[src/rtl/core/ucss_pkg.sv]
// ----------------------------------------------------------------------------
// ucss_pkg
// Shared types, constants and the segment decoder of the up/down counter
// with multiplexed seven-segment scan.
// ----------------------------------------------------------------------------
package ucss_pkg;

  localparam int unsigned COUNT_W     = 27;
  localparam int unsigned TICKS_W     = 8;
  localparam int unsigned BCD_DIGITS  = 8;
  localparam int unsigned CFG_DATA_W  = 27;
  localparam int unsigned IN_DATA_W   = 8;
  localparam int unsigned OUT_DATA_W  = 48;

  localparam logic [COUNT_W-1:0] COUNT_CEILING = 27'd99999999;
  localparam logic [COUNT_W-1:0] COUNT_RESET   = 27'd65534;
  localparam logic [TICKS_W-1:0] TICKS_RESET   = 8'd10;
  localparam logic [TICKS_W-1:0] HOLD_MAX      = 8'd255;
  localparam logic [7:0]         SEL_BASE      = 8'hfe;
  localparam logic [7:0]         SEL_OFF       = 8'hff;
  localparam logic [7:0]         SEG_BLANK     = 8'h00;

  // COUNT_RESET in BCD, element 0 holds the least significant digit
  localparam logic [BCD_DIGITS-1:0][3:0] COUNT_RESET_BCD =
    {4'd0, 4'd0, 4'd0, 4'd6, 4'd5, 4'd5, 4'd3, 4'd4};

  typedef enum logic [0:0] {
    CFG_DEBOUNCE_TICKS = 1'b0,
    CFG_MAX_COUNT      = 1'b1
  } cfg_reg_e;

  // ripple control handed along the digit row
  typedef struct packed {
    logic step;  // apply one unit at this digit
    logic down;  // 1 = decrement, 0 = increment
  } bcd_ctrl_t;

  function automatic logic [7:0] seg_decode(logic [3:0] digit);
    logic [7:0] seg;
    case (digit)
      4'd0:    seg = 8'h3f;
      4'd1:    seg = 8'h06;
      4'd2:    seg = 8'h5b;
      4'd3:    seg = 8'h4f;
      4'd4:    seg = 8'h66;
      4'd5:    seg = 8'h6d;
      4'd6:    seg = 8'h7d;
      4'd7:    seg = 8'h07;
      4'd8:    seg = 8'h7f;
      4'd9:    seg = 8'h6f;
      default: seg = 8'h00;
    endcase
    return seg;
  endfunction

endpackage

[src/rtl/core/ucss_debounce.sv]
// ----------------------------------------------------------------------------
// ucss_debounce
// Hold counter for one key: fires once after the programmed number of
// pressed ticks, then waits for release.
// ----------------------------------------------------------------------------
module ucss_debounce (
  input  logic                        clk_i,
  input  logic                        rst_ni,
  input  logic                        tick_i,
  input  logic                        pressed_i,
  input  logic [ucss_pkg::TICKS_W-1:0] ticks_i,
  output logic                        act_o
);
  import ucss_pkg::*;

  logic [TICKS_W-1:0] hold_q, hold_d, hold_inc;
  logic               wait_q, wait_d;

  assign hold_inc = (hold_q == HOLD_MAX) ? HOLD_MAX : hold_q + 8'd1;

  always_comb begin
    hold_d = hold_q;
    wait_d = wait_q;
    act_o  = 1'b0;
    if (tick_i) begin
      if (!pressed_i) begin
        hold_d = '0;
        wait_d = 1'b0;
      end else if (!wait_q) begin
        // a threshold of zero behaves like one
        if (hold_inc >= ticks_i) begin
          hold_d = '0;
          wait_d = 1'b1;
          act_o  = 1'b1;
        end else begin
          hold_d = hold_inc;
        end
      end
    end
  end

  always_ff @(posedge clk_i or negedge rst_ni) begin
    if (!rst_ni) begin
      hold_q <= '0;
      wait_q <= 1'b0;
    end else begin
      hold_q <= hold_d;
      wait_q <= wait_d;
    end
  end

endmodule

[src/rtl/core/ucss_bcd_cell.sv]
// ----------------------------------------------------------------------------
// ucss_bcd_cell
// One decimal digit of the count; takes a carry or borrow from the lower
// digit and passes one on to the next.
// ----------------------------------------------------------------------------
module ucss_bcd_cell #(
  parameter logic [3:0] RESET_DIGIT = 4'd0
) (
  input  logic                 clk_i,
  input  logic                 rst_ni,
  input  ucss_pkg::bcd_ctrl_t  ctrl_i,
  output ucss_pkg::bcd_ctrl_t  ctrl_o,
  output logic [3:0]           digit_next_o
);
  import ucss_pkg::*;

  logic [3:0] digit_q, digit_d;
  logic       wrap;

  assign wrap = ctrl_i.down ? (digit_q == 4'd0) : (digit_q == 4'd9);

  always_comb begin
    digit_d = digit_q;
    if (ctrl_i.step) begin
      if (ctrl_i.down) begin
        digit_d = wrap ? 4'd9 : digit_q - 4'd1;
      end else begin
        digit_d = wrap ? 4'd0 : digit_q + 4'd1;
      end
    end
  end

  assign ctrl_o.step   = ctrl_i.step & wrap;
  assign ctrl_o.down   = ctrl_i.down;
  assign digit_next_o  = digit_d;

  always_ff @(posedge clk_i or negedge rst_ni) begin
    if (!rst_ni) begin
      digit_q <= RESET_DIGIT;
    end else begin
      digit_q <= digit_d;
    end
  end

endmodule

[src/rtl/core/updown_counter_seven_segment_scan.sv]
// ----------------------------------------------------------------------------
// updown_counter_seven_segment_scan
// Debounced up/down counter kept as a row of BCD digit cells, with an
// eight-position one-cold scan of the seven-segment display.
// ----------------------------------------------------------------------------
// Each input transaction's result is registered in the output stage before it reaches the master side.
// Throughput: one transaction per cycle while the skid entry is free; the decimal
//   carry ripples combinationally through the eight digit cells.
// A two-entry output stage (register plus skid) keeps input ready high
//   while one result waits on a stalled output.
// Reset: count 65534, scan position 0, segments blank, selects all off,
//   debounce 10 ticks, limit 99999999; no clearing pass.
module updown_counter_seven_segment_scan #(
  parameter int unsigned DIGITS = 8
) (
  input  logic                             clk_i,
  input  logic                             rst_ni,
  // bit 0 up_key, bit 1 down_key, bit 2 scan_strobe, rest zero
  input  logic [ucss_pkg::IN_DATA_W-1:0]   s_axis_tdata,
  input  logic                             s_axis_tvalid,
  output logic                             s_axis_tready,
  // [7:0] segment_code, [15:8] digit_select, [42:16] count_value, rest zero
  output logic [ucss_pkg::OUT_DATA_W-1:0]  m_axis_tdata,
  output logic                             m_axis_tvalid,
  input  logic                             m_axis_tready,
  input  logic                             cfg_we_i,
  input  logic                             cfg_index_i,
  input  logic [ucss_pkg::CFG_DATA_W-1:0]  cfg_data_i
);
  import ucss_pkg::*;

  localparam logic [2:0] LAST_POS = 3'(DIGITS - 1);

  logic               in_fire;
  logic               up_key, down_key, scan_strobe;
  logic               up_act, down_act, up_eff, down_eff;
  logic [TICKS_W-1:0] ticks_q;
  logic [COUNT_W-1:0] limit_q, count_q, count_d;
  logic [2:0]         pos_q, pos_d, place;
  logic [7:0]         seg_q, seg_d, sel_q, sel_d;

  bcd_ctrl_t                     chain [BCD_DIGITS+1];
  logic [BCD_DIGITS-1:0][3:0]    bcd_next;

  logic [OUT_DATA_W-1:0] result;
  logic [OUT_DATA_W-1:0] out_q, skid_q;
  logic                  out_valid_q, skid_valid_q;

  assign in_fire     = s_axis_tvalid & s_axis_tready;
  assign up_key      = s_axis_tdata[0];
  assign down_key    = s_axis_tdata[1];
  assign scan_strobe = s_axis_tdata[2];

  // configuration; the limit is clamped to eight decimal digits on write
  always_ff @(posedge clk_i or negedge rst_ni) begin
    if (!rst_ni) begin
      ticks_q <= TICKS_RESET;
      limit_q <= COUNT_CEILING;
    end else if (cfg_we_i) begin
      unique case (cfg_reg_e'(cfg_index_i))
        CFG_DEBOUNCE_TICKS: ticks_q <= cfg_data_i[TICKS_W-1:0];
        CFG_MAX_COUNT:
          limit_q <= (cfg_data_i > COUNT_CEILING) ? COUNT_CEILING : cfg_data_i;
        default: ;
      endcase
    end
  end

  ucss_debounce u_up_deb (
    .clk_i     (clk_i),
    .rst_ni    (rst_ni),
    .tick_i    (in_fire),
    .pressed_i (up_key),
    .ticks_i   (ticks_q),
    .act_o     (up_act)
  );

  ucss_debounce u_down_deb (
    .clk_i     (clk_i),
    .rst_ni    (rst_ni),
    .tick_i    (in_fire),
    .pressed_i (down_key),
    .ticks_i   (ticks_q),
    .act_o     (down_act)
  );

  // up is applied first, so down may undo an increment from zero
  assign up_eff   = up_act & (count_q < limit_q);
  assign down_eff = down_act & ((count_q != '0) | up_eff);

  always_comb begin
    count_d = count_q;
    if (up_eff && !down_eff) begin
      count_d = count_q + 27'd1;
    end else if (down_eff && !up_eff) begin
      count_d = count_q - 27'd1;
    end
  end

  always_ff @(posedge clk_i or negedge rst_ni) begin
    if (!rst_ni) begin
      count_q <= COUNT_RESET;
    end else begin
      count_q <= count_d;
    end
  end

  // decimal copy of the count, one cell per digit
  assign chain[0].step = up_eff ^ down_eff;
  assign chain[0].down = down_eff;

  for (genvar i = 0; i < BCD_DIGITS; i++) begin : g_cell
    ucss_bcd_cell #(
      .RESET_DIGIT (COUNT_RESET_BCD[i])
    ) u_cell (
      .clk_i        (clk_i),
      .rst_ni       (rst_ni),
      .ctrl_i       (chain[i]),
      .ctrl_o       (chain[i+1]),
      .digit_next_o (bcd_next[i])
    );
  end

  // scan: position k shows decimal place DIGITS-1-k
  assign place = LAST_POS - pos_q;

  always_comb begin
    pos_d = pos_q;
    seg_d = seg_q;
    sel_d = sel_q;
    if (in_fire && scan_strobe) begin
      seg_d = seg_decode(bcd_next[place]);
      sel_d = ~(~SEL_BASE << pos_q);
      pos_d = (pos_q >= LAST_POS) ? 3'd0 : pos_q + 3'd1;
    end
  end

  always_ff @(posedge clk_i or negedge rst_ni) begin
    if (!rst_ni) begin
      pos_q <= '0;
      seg_q <= SEG_BLANK;
      sel_q <= SEL_OFF;
    end else begin
      pos_q <= pos_d;
      seg_q <= seg_d;
      sel_q <= sel_d;
    end
  end

  assign result = {5'd0, count_d, sel_d, seg_d};

  // output register with skid entry
  assign s_axis_tready = ~skid_valid_q;
  assign m_axis_tvalid = out_valid_q;
  assign m_axis_tdata  = out_q;

  always_ff @(posedge clk_i or negedge rst_ni) begin
    if (!rst_ni) begin
      out_valid_q  <= 1'b0;
      skid_valid_q <= 1'b0;
    end else if (!out_valid_q || m_axis_tready) begin
      if (skid_valid_q) begin
        out_valid_q  <= 1'b1;
        skid_valid_q <= 1'b0;
      end else begin
        out_valid_q <= in_fire;
      end
    end else if (in_fire) begin
      skid_valid_q <= 1'b1;
    end
  end

  always_ff @(posedge clk_i) begin
    if (!out_valid_q || m_axis_tready) begin
      if (skid_valid_q) begin
        out_q <= skid_q;
      end else if (in_fire) begin
        out_q <= result;
      end
    end else if (in_fire) begin
      skid_q <= result;
    end
  end

endmodule

[config.mk]
export PLATFORM = sky130hd
export DESIGN_NAME = updown_counter_seven_segment_scan
export DESIGN_NICKNAME = d
export VERILOG_FILES = /design/src/rtl/core/ucss_pkg.sv /design/src/rtl/core/ucss_debounce.sv /design/src/rtl/core/ucss_bcd_cell.sv /design/src/rtl/core/updown_counter_seven_segment_scan.sv
export SDC_FILE = /design/constraint.sdc
export NUM_CORES = 1
export LEC_CHECK = 0
export BUFFER_PORTS_ARGS = -buffer_cell sky130_fd_sc_hd__buf_2
export CAP_MARGIN = 20
export CORE_MARGIN = 5
export CORE_UTILIZATION = 35
export CTS_BUF_LIST = sky130_fd_sc_hd__clkbuf_4
export CTS_CLUSTER_DIAMETER = 50
export DETAILED_ROUTE_END_ITERATION = 8
export GPL_ROUTABILITY_DRIVEN = 1
export SLEW_MARGIN = 40
export SYNTH_ARGS = -nofsm -noshare
export SYNTH_HDL_FRONTEND = slang
export SYNTH_SLANG_ARGS = --single-unit
[constraint.sdc]
create_clock -name clk_i -period 14.2 [get_ports clk_i]
set_input_delay 2.13 -clock clk_i [delete_from_list [all_inputs] [get_ports clk_i]]
set_output_delay 2.13 -clock clk_i [all_outputs]
set_load 0.02 [all_outputs]
* Yosys cells after proc, flatten, opt, wreduce, memory -nomap -nowiden *
Memories as Yosys holds them, arrays and structs flattened.
Cells that the tools add are included.

cells by class
  div/mod/pow operators = 0
  equal/unequal tests = 12
  muxes and demuxes = 73
  bitwise logic cells = 16
  add/sub/neg operators = 22
  order comparisons = 6
  shift-type cells = 1
  multiply operators = 0
  reduce and logical (&&, ||, !) cells = 24

operator list
  cell                                                                   number
  4-bit 2-to-1 mux                                                       33
  43-bit 2-to-1 mux                                                      2
  27-bit 2-to-1 mux                                                      3
  8-bit 2-to-1 mux                                                       10
  4-bit by 1-bit adder with 4-bit output (second input constant)         8
  4-bit == test (second input constant)                                  8
  4-bit logical NOT                                                      8
  4-bit by 1-bit subtractor with 4-bit output (second input constant)    8
  27-bit by 1-bit adder with 27-bit output (second input constant)       1
  27-bit > comparator (second input constant)                            1
  27-bit < comparator                                                    1
  27-bit nonzero test                                                    1
  27-bit by 1-bit subtractor with 27-bit output (second input constant)  1
  1-bit 2-to-1 mux                                                       23
  8-bit by 1-bit adder with 8-bit output (second input constant)         2
  8-bit == test (second input constant)                                  2
  8-bit greater-or-equal comparator                                      2
  4-bit binary-select mux with 3-bit select                              1
  2-bit AND reduction                                                    6
  1-bit AND                                                              10
  8-bit inverter                                                         1
  1-bit by 3-bit left shift with 8-bit output (first input constant)     1
  3-bit by 4-bit < comparator with 1-bit output (second input constant)  1
  2-bit != test (second input constant)                                  2
  11 further kinds                                                       18

storage, ports and cells
  word-level logic and storage cells = 177
  bits in latches = 0
  bits in read-only memories = 112
  memories = 1
  flip-flop bits (word level) = 219
  RAM bits = 0

memories
  name             depth  width  read ports  clocked after memory_dff  write ports  line            source
  (no name shown)  16     7      1           0                         0            ucss_pkg.sv:40  case (digit)

* Longest topological paths before layout *
Gate-level depths: netlist (run 1).
An unclocked memory read counts as a cell.

  depth after elaboration = 25
  depth in mapped cells = 32
  mapped depth without buffers = 29

* Modules after synthesis *
A second synthesis (run 1) with hierarchy kept.

second synthesis, totals
  cells, all modules = 1294
  area, all modules = 13365.3 µm²

by module, submodules not included
  module                                times used  area an instance (µm²)  cells each
  updown_counter_seven_segment_scan     1           8824.7                  776
  ucss_debounce                         2           768.2                   91
  ucss_bcd_cell (g_cell[1].u_cell ...)  4           376.6                   42
  ucss_bcd_cell (g_cell[5].u_cell ...)  3           374.1                   42
  ucss_bcd_cell (g_cell[0].u_cell)      1           375.4                   42

* Worst setup path after synthesis (run 1) *
No wires, ideal clock.

  path type = input port to flip-flop
  from = input s_axis_tvalid
  to = register skid_q[6], data pin
  stages = 24
  required time = 14.031 ns
  setup time = 0.169 ns
  buffers on the path = 3
  arrival time = 7.314 ns
  path slack = 6.717 ns
  path through = nor4bb_1 > o2111ai_1 > a21oi_1 > o211ai_1 > a21oi_2 > nand2_4 > inv_2 > clkbuf_1 > clkbuf_1 > ha_1 > clkbuf_1 > nor4b_1 > and3_1 > nand3_1 > nor2b_1 > nand3_1 > o31ai_4 > mux2_4 > o2111ai_1 > a2111o_1 > inv_1 > ha_1 > or4_1 > o211ai_1

RTL lines
  what                  line                                      source
  start, declared       updown_counter_seven_segment_scan.sv:20   input logic s_axis_tvalid,
  end signal, assigned  updown_counter_seven_segment_scan.sv:181  skid_q <= result;
  end, declared         updown_counter_seven_segment_scan.sv:46   logic [OUT_DATA_W-1:0] out_q, skid_q;

==> impl_table.tex, run 1 <==
\begin{tabular}{lr}
\hline
Metric & Value \\
\hline
\multicolumn{2}{l}{\textbf{Timing}} \\
\quad Transition time at the pin with the least slew margin & roughly 0.84 ns \\
\quad Highest clock rate & 116 MHz \\
\quad Number of slew-limit violations in the final report & 0 \\
\quad Min Clock Period, post-route & 8.65 ns \\
\quad Worst-case clock skew & 0.0285 ns \\
\quad Post-route setup slack & 5.55 ns \\
\quad Final period utilization & 0.609 \\
\quad Final-report setup violation count & 0 \\
\quad Setup total negative slack & 0 ns \\
\quad RSZ-0062 raised after global routing & no \\
\quad Number of hold-slack violations in the final timing report & 0 \\
\quad Max transition margin & 0.431 \\
\multicolumn{2}{l}{\textbf{Worst setup path}} \\
\quad Element type at the critical path end & flip-flop \\
\quad Critical path launch point type & flip-flop \\
\quad Worst EP arrival & around 9.1 ns \\
\quad Highest cell delay on the worst timing path & 0.77 ns \\
\quad Largest driver fanout on the critical path & 32 \\
\quad Most common cell on crit path & sky130\_fd\_sc\_hd\_\_ha\_1 \\
\quad Class of the most critical setup path & flip-flop to flip-flop \\
\quad Required time of the critical path & between 10 and 15 ns \\
\quad Library cell contributing the largest single delay on the critical path & sky130\_fd\_sc\_hd\_\_o311ai\_0 \\
\multicolumn{2}{l}{\textbf{Logic synthesis}} \\
\quad Sequential-to-total area share from yosys stat & 0.469 \\
\quad Unique cell type count in the Yosys netlist & 87 \\
\quad Dominant cell by count in the synthesized netlist & sky130\_fd\_sc\_hd\_\_nand2\_1 \\
\quad Post-synth top area share & 0.203 \\
\quad Fraction of registers with async set/reset & 0.607 \\
\quad Syn Inst Count & 1286 \\
\quad Top cells by area in the synthesized netlist & sky130\_fd\_sc\_hd\_\_edfxtp\_1 (20\%), sky130\_fd\_sc\_hd\_\_dfrtp\_1 (16\%), sky130\_fd\_sc\_hd\_\_dfstp\_2 (11\%) \\
\quad Post-Synthesis Cell Area & roughly 13000 µm² \\
\quad Post-synth EDFFs & 86 \\
\quad Number of register bits inferred by synthesis & 219 \\
\quad Synth cell count leaders & sky130\_fd\_sc\_hd\_\_nand2\_1 (159), sky130\_fd\_sc\_hd\_\_nor2\_1 (101), sky130\_fd\_sc\_hd\_\_ha\_1 (91) \\
\quad Mean area per synthesized cell & 9.91 µm² \\
\quad Synthesis Warnings & 0 \\
\quad Post-synth top flop & sky130\_fd\_sc\_hd\_\_edfxtp\_1 \\
\quad Cell type with the largest total area after synthesis & sky130\_fd\_sc\_hd\_\_edfxtp\_1 \\
\multicolumn{2}{l}{\textbf{Power}} \\
\quad Leakage dissipation & 6.33 nW \\
\quad Max IR drop VDD & 0.0790 mV \\
\quad Ratio of total power to cell area & around 140 nW/µm² \\
\quad Total power & 2.02 mW \\
\multicolumn{2}{l}{\textbf{Global routing}} \\
\quad Global-route wire length before repair & 51.5 mm \\
\quad Via count of the first global-routing pass & 9984 \\
\quad Antenna violations before repair & 0 \\
\quad GR Util All Layers & 0.153 \\
\quad Overflow left after global routing & 0 \\
\quad Largest net degree at the start of global routing & 72 \\
\multicolumn{2}{l}{\textbf{Routing}} \\
\quad Routed wirelength normalized by instance count & between 15 and 20 µm \\
\quad DRC violations left & 0 \\
\quad Number of vias per cell after detailed routing & 5.30 \\
\quad Total Routed Length & about 32 mm \\
\quad Via count & between 10000 and 15000 \\
\quad Routed Antenna Nets & 0 \\
\quad Count of TritonRoute iterations in the first routing pass & 5 \\
\quad Initial detailed-routing violation count & 621 \\
\multicolumn{2}{l}{\textbf{Final layout}} \\
\quad Final net count & 1514 \\
\quad Post-route insts no fill & roughly 1900 \\
\quad Area overhead of the layout relative to synthesis & 12.9\% \\
\quad Layout cells sized above 1 & 0.209 \\
\quad Final core area utilization & 0.403 \\
\quad Count of antenna diodes in the layout & 0 \\
\multicolumn{2}{l}{\textbf{Clock network}} \\
\quad Count of hold buffers inserted by post-cts repair & 0 \\
\quad Clock insertion delay at the later pin of the skew report & 0.69 ns \\
\quad CTS resizes & 0 \\
\quad TritonCTS clock tree & done \\
\quad Root buffer cell & sky130\_fd\_sc\_hd\_\_clkbuf\_4 \\
\quad Htree depth & 2 \\
\quad Maximum clock path buffer count & 3 \\
\quad Buffers inserted during post-CTS setup optimization & 0 \\
\quad Clock-pin slew on the worst setup and hold paths & 0.06 ns \\
\quad Total clock buffers created by CTS & 59 \\
\quad Clock net sink count & 219 \\
\multicolumn{2}{l}{\textbf{Outcome}} \\
\quad Status & finished, final reports clean \\
\multicolumn{2}{l}{\textbf{Placement}} \\
\quad Final weighted congestion in routability-driven placement & 0.864 \\
\quad Count of placed standard cells including taps & 1782 \\
\quad Worst slack after detailed placement & between 4 and 5 ns \\
\quad HPWL after detailed placement & 22.5 mm \\
\quad Total of buffers placed on input and output ports & 80 \\
\multicolumn{2}{l}{\textbf{Floorplan}} \\
\quad Total die area & 40300 µm² \\
\quad Initial Util & 0.357 \\
\quad Height of the die & 201 µm \\
\quad Rows & 69 \\
\quad I/O pin count & 91 \\
\quad Placeable core region & 35700 µm² \\
\quad Width of the chip & $\sim$200 µm \\
\multicolumn{2}{l}{\textbf{Job}} \\
\quad Max-cap viol count & 0 \\
\multicolumn{2}{l}{\textbf{Hold path}} \\
\quad Hold WC Path Type & flip-flop to flip-flop \\
\hline
\end{tabular}
registers in the layout, summed over array words and instances (netlist names):
signal,cells
ticks_q,8
skid_q,43
skid_valid_q,1
u_up_deb.wait_q,1
m_axis_tvalid,1
count_q,27
m_axis_tdata,43
sel_q,8
u_down_deb.hold_q,8
seg_q,8
u_down_deb.wait_q,1
g_cell.u_cell.digit_q,32
u_up_deb.hold_q,8
pos_q,3
limit_q,27
stage by stage:
stage / instance area [µm²] / hold slack [ns]
finish: 14400 / 0.481
global route: 14400 / 0.511
CTS: 14400 / 0.485
detailed placement: 13600 / 0.475
global placement: 13600 / 0.477
floorplan: 12800 / 0.457
cells by family after synthesis:
family,after synthesis,synth area share
xor+xnor,40,0.0275
simple gates,452,0.172
buf+inv,147,0.0463
compound gates,288,0.153
mux,48,0.0428
other cells,1,0.000294
flops,219,0.469
fa+ha+maj,91,0.0894
worst max-delay path: cells and delay by family, from the launching register on:
kind	cells	cell delay (ns)
DFF	1	0.39
buffers and inverters	4	1.12
adders and majority gates	4	1.18
AOI/OAI and AO/OA	7	1.88
and+or+nand+nor	13	3.49
muxes	1	0.36
metal layers:
metal  track usage  part of all wire
met4        0.0457             0.018
met1         0.194              0.44
met3        0.0360             0.054
met5             0                 0
met2         0.260              0.48
final timing paths:
check	cells after the start	end	from	slack, ns
max	29	skid_q[6]$_DFFE_PP_	u_down_deb.hold_q[0]$_DFFE_PN0P_	5.55
min	2	limit_q[24]$_DFFE_PN1P_	limit_q[24]$_DFFE_PN1P_	0.48
max reg2reg	29	skid_q[6]$_DFFE_PP_	u_down_deb.hold_q[0]$_DFFE_PN0P_	5.55
min reg2reg	2	limit_q[24]$_DFFE_PN1P_	limit_q[24]$_DFFE_PN1P_	0.48
max in group asynchronous	2	u_down_deb.hold_q[1]$_DFFE_PN0P_	rst_ni	11.65
min in group asynchronous	1	seg_q[5]$_DFF_PN0_	rst_ni	1.46
final cells by class:
| type | count | area, µm² |
|---|---|---|
| timing repair buffer | 88 | 470 |
| fill | 3548 | 21400 |
| inverter | 90 | 338 |
| clock inverter | 19 | 106 |
| clock buffer | 93 | 698 |
| tap | 461 | 577 |
| multi-input combinational | 924 | 6220 |
| sequential | 219 | 5980 |
power breakdown:
part	internal [mW]	switching, mW
Combinational	0.207	0.342
Sequential	0.802	0.0931
Clock	0.316	0.265
placed cells by master, fill, tap and decap left out, types with 13 or more instances in the layout:
cell type | synthesis | routed
sky130_fd_sc_hd__nand2_1 | 159 | 158
sky130_fd_sc_hd__nor2_1 | 101 | 100
sky130_fd_sc_hd__clkbuf_4 | 0 | 93
sky130_fd_sc_hd__ha_1 | 91 | 91
sky130_fd_sc_hd__inv_1 | 88 | 88
sky130_fd_sc_hd__edfxtp_1 | 86 | 86
sky130_fd_sc_hd__dfrtp_1 | 80 | 80
sky130_fd_sc_hd__buf_2 | 10 | 79
sky130_fd_sc_hd__a21oi_1 | 72 | 71
sky130_fd_sc_hd__dfstp_2 | 53 | 53
sky130_fd_sc_hd__o21ai_0 | 50 | 50
sky130_fd_sc_hd__nand3_1 | 41 | 41
sky130_fd_sc_hd__nor3_1 | 28 | 28
sky130_fd_sc_hd__mux2_2 | 28 | 28
sky130_fd_sc_hd__xnor2_1 | 23 | 23
sky130_fd_sc_hd__nand4_1 | 19 | 19
sky130_fd_sc_hd__and3_1 | 19 | 19
sky130_fd_sc_hd__a31oi_1 | 18 | 18
sky130_fd_sc_hd__xor2_1 | 17 | 17
sky130_fd_sc_hd__mux2i_1 | 17 | 17
sky130_fd_sc_hd__a22o_1 | 17 | 17
sky130_fd_sc_hd__o31ai_1 | 13 | 13
sky130_fd_sc_hd__clkinv_1 | 0 | 13
Power figures use the tool's default switching activity.
==> run 2: changes to the inputs <==
==> constraint.sdc (replaced) <==
create_clock -name clk_i -period 8 [get_ports clk_i]
set_input_delay 1.2 -clock clk_i [delete_from_list [all_inputs] [get_ports clk_i]]
set_output_delay 1.2 -clock clk_i [all_outputs]
set_load 0.02 [all_outputs]
==> impl_table.tex, run 2 (synthesis gave the netlist of run 1 again) <==
\begin{tabular}{lr}
\hline
Metric & Value \\
\hline
\multicolumn{2}{l}{\textbf{Hold path}} \\
\quad Hold WC Path Type & input port to asynchronous set/reset pin (was flip-flop to flip-flop) \\
\multicolumn{2}{l}{\textbf{Placement}} \\
\quad Total of buffers placed on input and output ports & 80 (unchanged) \\
\quad Worst slack after detailed placement & 0.706 ns (was 4.91 ns) \\
\quad HPWL after detailed placement & 22.8 mm (was 22.5 mm) \\
\quad Final weighted congestion in routability-driven placement & 0.881 (was 0.864) \\
\multicolumn{2}{l}{\textbf{Floorplan}} \\
\quad Placeable core region & 35700 µm² (unchanged) \\
\quad I/O pin count & 91 (unchanged) \\
\quad Initial Util & 0.357 (unchanged) \\
\quad Height of the die & 201 µm (unchanged) \\
\quad Total die area & 40300 µm² (unchanged) \\
\quad Rows & 69 (unchanged) \\
\quad Width of the chip & 201 µm (unchanged) \\
\multicolumn{2}{l}{\textbf{Routing}} \\
\quad Via count & 10000 (about the same) \\
\quad Number of vias per cell after detailed routing & 5.29 (was 5.30) \\
\quad Total Routed Length & 31.9 mm (was 31.6 mm) \\
\quad Initial detailed-routing violation count & 688 (was 621) \\
\quad DRC violations left & 0 (unchanged) \\
\quad Routed wirelength normalized by instance count & 16.8 µm (was 16.7 µm) \\
\quad Count of TritonRoute iterations in the first routing pass & 5 (unchanged) \\
\quad Routed Antenna Nets & 0 (unchanged) \\
\multicolumn{2}{l}{\textbf{Timing}} \\
\quad Min Clock Period, post-route & 7.20 ns (was 8.65 ns) \\
\quad Highest clock rate & 139 MHz (was 116 MHz) \\
\quad Final-report setup violation count & 0 (unchanged) \\
\quad Worst-case clock skew & 0.0593 ns (was 0.0285 ns) \\
\quad Post-route setup slack & 0.800 ns (was 5.55 ns) \\
\quad Number of slew-limit violations in the final report & 0 (unchanged) \\
\quad Max transition margin & 0.537 (was 0.431) \\
\quad RSZ-0062 raised after global routing & no (unchanged) \\
\quad Final period utilization & 0.900 (was 0.609) \\
\quad Setup total negative slack & 0 ns (unchanged) \\
\quad Transition time at the pin with the least slew margin & 0.676 ns (was 0.843 ns) \\
\quad Number of hold-slack violations in the final timing report & 0 (unchanged) \\
\quad Min Hold Slack & 0.480 ns (was 0.481 ns) \\
\multicolumn{2}{l}{\textbf{Worst setup path}} \\
\quad Crit path buffers/inverters & 4 (unchanged) \\
\quad Required time of the critical path & 8.54 ns (was 14.70 ns) \\
\quad Most common cell on crit path & sky130\_fd\_sc\_hd\_\_ha\_1 (unchanged) \\
\quad Class of the most critical setup path & flip-flop to flip-flop (unchanged) \\
\quad Launching instance or port of the critical path & u\_down\_deb.hold\_q[0]\$\_DFFE\_PN0P\_ (unchanged) \\
\quad Critical R2R Launch & u\_down\_deb.hold\_q[0]\$\_DFFE\_PN0P\_ (unchanged) \\
\quad Library cell contributing the largest single delay on the critical path & sky130\_fd\_sc\_hd\_\_a2111oi\_0 (was sky130\_fd\_sc\_hd\_\_o311ai\_0) \\
\quad Timing endpoint of the critical path & skid\_q[6]\$\_DFFE\_PP\_ (unchanged) \\
\quad Element type at the critical path end & flip-flop (unchanged) \\
\quad Register-to-Register Path Depth & 29 (unchanged) \\
\quad Worst EP arrival & 7.74 ns (was 9.14 ns) \\
\quad Levels on crit path & 29 (unchanged) \\
\quad Reg-to-Reg End & skid\_q[6]\$\_DFFE\_PP\_ (unchanged) \\
\quad Largest driver fanout on the critical path & 11 (was 32) \\
\quad Kind of cell with the highest combined delay on the critical path & simple AND/OR/NAND/NOR gates (unchanged) \\
\quad Highest cell delay on the worst timing path & 0.65 ns (was 0.77 ns) \\
\quad Slack of the worst reg-to-reg path & 0.80 ns (was 5.55 ns) \\
\quad Critical path launch point type & flip-flop (unchanged) \\
\multicolumn{2}{l}{\textbf{Global routing}} \\
\quad Largest net degree at the start of global routing & 69 (was 72) \\
\quad Overflow left after global routing & 0 (unchanged) \\
\quad Via count of the first global-routing pass & 10100 (was 9984) \\
\quad GR Util All Layers & 0.154 (was 0.153) \\
\quad Antenna violations before repair & 0 (unchanged) \\
\quad Global-route wire length before repair & 52.3 mm (was 51.5 mm) \\
\multicolumn{2}{l}{\textbf{Power}} \\
\quad Ratio of total power to cell area & 252 nW/µm² (was 141 nW/µm²) \\
\quad Max IR drop VDD & 0.122 mV (was 0.0790 mV) \\
\quad Leakage dissipation & 6.37 nW (was 6.33 nW) \\
\multicolumn{2}{l}{\textbf{Job}} \\
\quad Max-cap viol count & 0 (unchanged) \\
\multicolumn{2}{l}{\textbf{Final layout}} \\
\quad Most frequent standard cell in the layout excluding fill and tap cells & sky130\_fd\_sc\_hd\_\_nand2\_1 (unchanged) \\
\quad Most frequent cells in the layout & sky130\_fd\_sc\_hd\_\_nand2\_1 (158), sky130\_fd\_sc\_hd\_\_nor2\_1 (100), sky130\_fd\_sc\_hd\_\_ha\_1 (91) (was sky130\_fd\_sc\_hd\_\_nand2\_1 (158), sky130\_fd\_sc\_hd\_\_nor2\_1 (100), sky130\_fd\_sc\_hd\_\_clkbuf\_4 (93)) \\
\quad Area overhead of the layout relative to synthesis & 13.5\% (was 12.9\%) \\
\quad Count of antenna diodes in the layout & 0 (unchanged) \\
\quad Final net count & 1519 (was 1514) \\
\quad Layout cells sized above 1 & 0.208 (was 0.209) \\
\multicolumn{2}{l}{\textbf{Clock network}} \\
\quad CTS resizes & 0 (unchanged) \\
\quad Htree depth & 2 (unchanged) \\
\quad Total clock buffers created by CTS & 59 (unchanged) \\
\quad Count of hold buffers inserted by post-cts repair & 0 (unchanged) \\
\quad Maximum clock path buffer count & 3 (unchanged) \\
\quad Root buffer cell & sky130\_fd\_sc\_hd\_\_clkbuf\_4 (unchanged) \\
\quad Clock-pin slew on the worst setup and hold paths & 0.07 ns (was 0.06 ns) \\
\quad Clock insertion delay at the later pin of the skew report & 0.72 ns (was 0.69 ns) \\
\quad Buffers inserted during post-CTS setup optimization & 0 (unchanged) \\
\quad TritonCTS clock tree & done (unchanged) \\
\quad Clock net sink count & 219 (unchanged) \\
\multicolumn{2}{l}{\textbf{Outcome}} \\
\quad Status & finished, final reports clean (unchanged) \\
\hline
\end{tabular}
run 2: cell type report:
type                            instances  area, µm²
Fill cell                            3559      21300
Multi-Input combinational cell        924       6210
Sequential cell                       219       5980
Clock buffer                           88        661
Tap cell                              461        577
Timing Repair Buffer                   93        517
Inverter                               90        338
Clock inverter                         24        176
run 2: layer usage:
metal	track usage	wire, µm	vias up	share of wire
li1	-	-	4900	-
met1	0.199	14300	4832	0.45
met2	0.266	15300	257	0.48
met3	0.0288	1600	54	0.050
met4	0.0433	690	0	0.022
met5	0	0	-	0
run 2: worst min path at each step:
stage                                        from  cells after the start                                    end
after floorplan           limit_q[13]$_DFFE_PN1P_                      2                limit_q[13]$_DFFE_PN1P_
after global placement    limit_q[16]$_DFFE_PN1P_                      2                limit_q[16]$_DFFE_PN1P_
after detailed placement   limit_q[7]$_DFFE_PN1P_                      2                 limit_q[7]$_DFFE_PN1P_
after CTS                                  rst_ni                      1                     seg_q[3]$_DFF_PN0_
after global routing      limit_q[23]$_DFFE_PN1P_                      2                limit_q[23]$_DFFE_PN1P_
final                                      rst_ni                      1  g_cell[1].u_cell.digit_q[2]$_DFF_PN0_
run 2: power breakdown:
| part | leakage (nW) | internal, mW | total (mW) | switching (mW) |
|---|---|---|---|---|
| combinational | 3.47 | 0.369 | 0.971 | 0.602 |
| sequential | 2.41 | 1.42 | 1.59 | 0.166 |
| clock | 0.486 | 0.602 | 1.08 | 0.482 |
| total | 6.37 | 2.39 | 3.64 | 1.25 |
run 2: per-stage QoR:
step                      total power, mW   util  instance area, µm²  instances
after floorplan                      2.28      -               12800       1290
after global placement               2.55  0.380               13600       1786
after detailed placement             2.58  0.381               13600       1787
after CTS                            3.69  0.404               14500       1899
after global routing                 3.89  0.405               14500       1899
final                                3.64  0.405               14500       1899
==> run 3: changes to the inputs <==
--- a/config.mk
+++ b/config.mk
@@ -8,7 +8,7 @@
 export BUFFER_PORTS_ARGS = -buffer_cell sky130_fd_sc_hd__buf_2
 export CAP_MARGIN = 20
 export CORE_MARGIN = 5
-export CORE_UTILIZATION = 35
+export CORE_UTILIZATION = 45
 export CTS_BUF_LIST = sky130_fd_sc_hd__clkbuf_4
 export CTS_CLUSTER_DIAMETER = 50
 export DETAILED_ROUTE_END_ITERATION = 8
==> impl_table.tex, run 3 (synthesis gave the netlist of run 1 again) <==
\begin{tabular}{lr}
\hline
Metric & Value \\
\hline
\multicolumn{2}{l}{\textbf{Worst setup path}} \\
\quad Highest cell delay on the worst timing path & 0.63 ns (was 0.65 ns) \\
\quad Class of the most critical setup path & flip-flop to flip-flop (unchanged) \\
\quad Required time of the critical path & 8.43 ns (was 8.54 ns) \\
\quad Element type at the critical path end & flip-flop (unchanged) \\
\quad Library cell contributing the largest single delay on the critical path & sky130\_fd\_sc\_hd\_\_a2111oi\_0 (unchanged) \\
\quad Worst EP arrival & 7.57 ns (was 7.74 ns) \\
\quad Largest driver fanout on the critical path & 7 (was 11) \\
\quad Critical path launch point type & flip-flop (unchanged) \\
\multicolumn{2}{l}{\textbf{Power}} \\
\quad Clock network power share & 0.289 (was 0.298) \\
\quad Leakage dissipation & 6.38 nW (was 6.37 nW) \\
\quad Switching power as a share of total power & 0.346 (was 0.343) \\
\quad Internal power contribution & 2.36 mW (was 2.39 mW) \\
\quad Total power & 3.61 mW (was 3.64 mW) \\
\quad Switching pwr & 1.25 mW (about the same) \\
\quad Max IR drop VDD & 0.187 mV (was 0.122 mV) \\
\quad Part of the power in combinational logic & 0.270 (was 0.266) \\
\quad Ratio of total power to cell area & 251 nW/µm² (was 252 nW/µm²) \\
\quad Portion of total power attributed to sequential cells & 0.440 (was 0.436) \\
\multicolumn{2}{l}{\textbf{Final layout}} \\
\quad Final design instance area without fill & 14300 µm² (was 14500 µm²) \\
\quad Final core area utilization & 0.515 (was 0.405) \\
\quad Most frequent cells in the layout & sky130\_fd\_sc\_hd\_\_nand2\_1 (159), sky130\_fd\_sc\_hd\_\_clkbuf\_4 (101), sky130\_fd\_sc\_hd\_\_nor2\_1 (100) (was sky130\_fd\_sc\_hd\_\_nand2\_1 (158), sky130\_fd\_sc\_hd\_\_nor2\_1 (100), sky130\_fd\_sc\_hd\_\_ha\_1 (91)) \\
\quad Post-route insts no fill & 1818 (was 1899) \\
\quad Most frequent standard cell in the layout excluding fill and tap cells & sky130\_fd\_sc\_hd\_\_nand2\_1 (unchanged) \\
\quad Area overhead of the layout relative to synthesis & 12.6\% (was 13.5\%) \\
\quad Final net count & 1520 (was 1519) \\
\quad Layout cells sized above 1 & 0.214 (was 0.208) \\
\multicolumn{2}{l}{\textbf{Global routing}} \\
\quad Overflow left after global routing & 0 (unchanged) \\
\quad Global-route wire length before repair & 49.3 mm (was 52.3 mm) \\
\quad Via count of the first global-routing pass & 9613 (was 10100) \\
\quad Antenna violations before repair & 1 (was 0) \\
\quad GR Util All Layers & 0.191 (was 0.154) \\
\quad Largest net degree at the start of global routing & 77 (was 69) \\
\multicolumn{2}{l}{\textbf{Clock network}} \\
\quad Maximum clock path buffer count & 3 (unchanged) \\
\quad Htree depth & 2 (unchanged) \\
\quad Clock insertion delay at the later pin of the skew report & 0.71 ns (was 0.72 ns) \\
\quad Clock-pin slew on the worst setup and hold paths & 0.07 ns (about the same) \\
\quad TritonCTS clock tree & done (unchanged) \\
\quad Clock net sink count & 219 (unchanged) \\
\quad Root buffer cell & sky130\_fd\_sc\_hd\_\_clkbuf\_4 (unchanged) \\
\quad Total clock buffers created by CTS & 60 (was 59) \\
\quad Buffers inserted during post-CTS setup optimization & 0 (unchanged) \\
\quad Count of hold buffers inserted by post-cts repair & 0 (unchanged) \\
\quad CTS resizes & 0 (unchanged) \\
\multicolumn{2}{l}{\textbf{Placement}} \\
\quad Placed Area & 13500 µm² (was 13600 µm²) \\
\quad Final weighted congestion in routability-driven placement & 0.874 (was 0.881) \\
\quad Worst slack after detailed placement & 0.816 ns (was 0.706 ns) \\
\quad Count of placed standard cells including taps & 1703 (was 1787) \\
\quad Total of buffers placed on input and output ports & 80 (unchanged) \\
\quad HPWL after detailed placement & 21.8 mm (was 22.8 mm) \\
\multicolumn{2}{l}{\textbf{Routing}} \\
\quad Routed Antenna Nets & 0 (unchanged) \\
\quad Via count & 9897 (was 10000) \\
\quad Total Routed Length & 30.6 mm (was 31.9 mm) \\
\quad Count of TritonRoute iterations in the first routing pass & 5 (unchanged) \\
\quad Number of vias per cell after detailed routing & 5.44 (was 5.29) \\
\quad Initial detailed-routing violation count & 567 (was 688) \\
\quad DRC violations left & 0 (unchanged) \\
\quad Routed wirelength normalized by instance count & 16.8 µm (about the same) \\
\multicolumn{2}{l}{\textbf{Timing}} \\
\quad Min Hold Slack & 0.374 ns (was 0.480 ns) \\
\quad Worst-case clock skew & 0.0706 ns (was 0.0593 ns) \\
\quad Max transition margin & 0.462 (was 0.537) \\
\quad Setup total negative slack & 0 ns (unchanged) \\
\quad Transition time at the pin with the least slew margin & 0.805 ns (was 0.676 ns) \\
\quad Min Clock Period, post-route & 7.15 ns (was 7.20 ns) \\
\quad Number of slew-limit violations in the final report & 0 (unchanged) \\
\quad Final period utilization & 0.893 (was 0.900) \\
\quad Highest clock rate & 140 MHz (was 139 MHz) \\
\quad RSZ-0062 raised after global routing & no (unchanged) \\
\quad Post-route setup slack & 0.854 ns (was 0.800 ns) \\
\quad Number of hold-slack violations in the final timing report & 0 (unchanged) \\
\quad Final-report setup violation count & 0 (unchanged) \\
\multicolumn{2}{l}{\textbf{Outcome}} \\
\quad Status & finished, final reports clean (unchanged) \\
\multicolumn{2}{l}{\textbf{Floorplan}} \\
\quad I/O pin count & 91 (unchanged) \\
\quad Width of the chip & 178 µm (was 201 µm) \\
\quad Placeable core region & 27900 µm² (was 35700 µm²) \\
\quad Rows & 61 (was 69) \\
\quad Height of the die & 178 µm (was 201 µm) \\
\quad Total die area & 31800 µm² (was 40300 µm²) \\
\quad Initial Util & 0.457 (was 0.357) \\
\multicolumn{2}{l}{\textbf{Job}} \\
\quad Max-cap viol count & 0 (unchanged) \\
\multicolumn{2}{l}{\textbf{Hold path}} \\
\quad Hold WC Path Type & input port to asynchronous set/reset pin (unchanged) \\
\hline
\end{tabular}
run 3: changes by cell type in the layout (fill, tap and decap cells not counted), moves of 2 or more:
cell	change
sky130_fd_sc_hd__bufinv_16	-3
sky130_fd_sc_hd__clkbuf_4	+13
sky130_fd_sc_hd__clkinv_1	-9
sky130_fd_sc_hd__clkinv_2	-2
run 3: power groups by stage:
| stage | clock (mW) | combinational [mW] | sequential, mW |
|---|---|---|---|
| 4_1_cts | 1.09 | 0.984 | 1.59 |
| 6_report | 1.04 | 0.975 | 1.59 |
| 5_1_grt | 1.15 | 1.11 | 1.61 |
| 3_5_place_dp | 0 | 0.974 | 1.61 |
| 3_3_place_gp | 0 | 0.960 | 1.60 |
| 2_1_floorplan | 0 | 0.707 | 1.58 |
run 3: path summary, 6_finish.rpt:
kind | end | startpoint | slack, ns | cells after the start
min in group clk_i | limit_q[15]$_DFFE_PN1P_ | limit_q[15]$_DFFE_PN1P_ | 0.49 | 2
min | count_q[18]$_DFF_PN0_ | rst_ni | 0.37 | 1
min reg2reg | limit_q[15]$_DFFE_PN1P_ | limit_q[15]$_DFFE_PN1P_ | 0.49 | 2
max | skid_q[5]$_DFFE_PP_ | u_down_deb.hold_q[0]$_DFFE_PN0P_ | 0.85 | 30
max in group asynchronous | limit_q[24]$_DFFE_PN1P_ | rst_ni | 6.42 | 3
max reg2reg | skid_q[5]$_DFFE_PP_ | u_down_deb.hold_q[0]$_DFFE_PN0P_ | 0.85 | 30
run 3: layout make-up:
| class | count | area (µm²) |
|---|---|---|
| antenna | 1 | 2.50 |
| clock buffer | 101 | 758 |
| clock inverter | 12 | 56.3 |
| fill | 2627 | 13500 |
| inverter | 90 | 338 |
| multi-input combinational | 924 | 6210 |
| sequential | 219 | 5980 |
| tap | 378 | 473 |
| timing repair buffer | 93 | 528 |
run 3: worst max-delay path, delay by kind of cell (launching register included):
family | cells | cell delay [ns]
AND/OR/NAND/NOR | 14 | 2.67
buffers and inverters | 3 | 0.27
AO/OA/AOI/OAI | 8 | 2.42
multiplexers | 1 | 0.09
adder cells (fa/ha/maj) | 4 | 1.04
flip-flops | 1 | 0.40
run 3: metal layers:
layer,share of wire,track usage,vias up
li1,-,-,4903
met1,0.44,0.255,4712
met2,0.49,0.322,240
met3,0.048,0.0322,42
met4,0.017,0.0569,0
met5,0,0,-
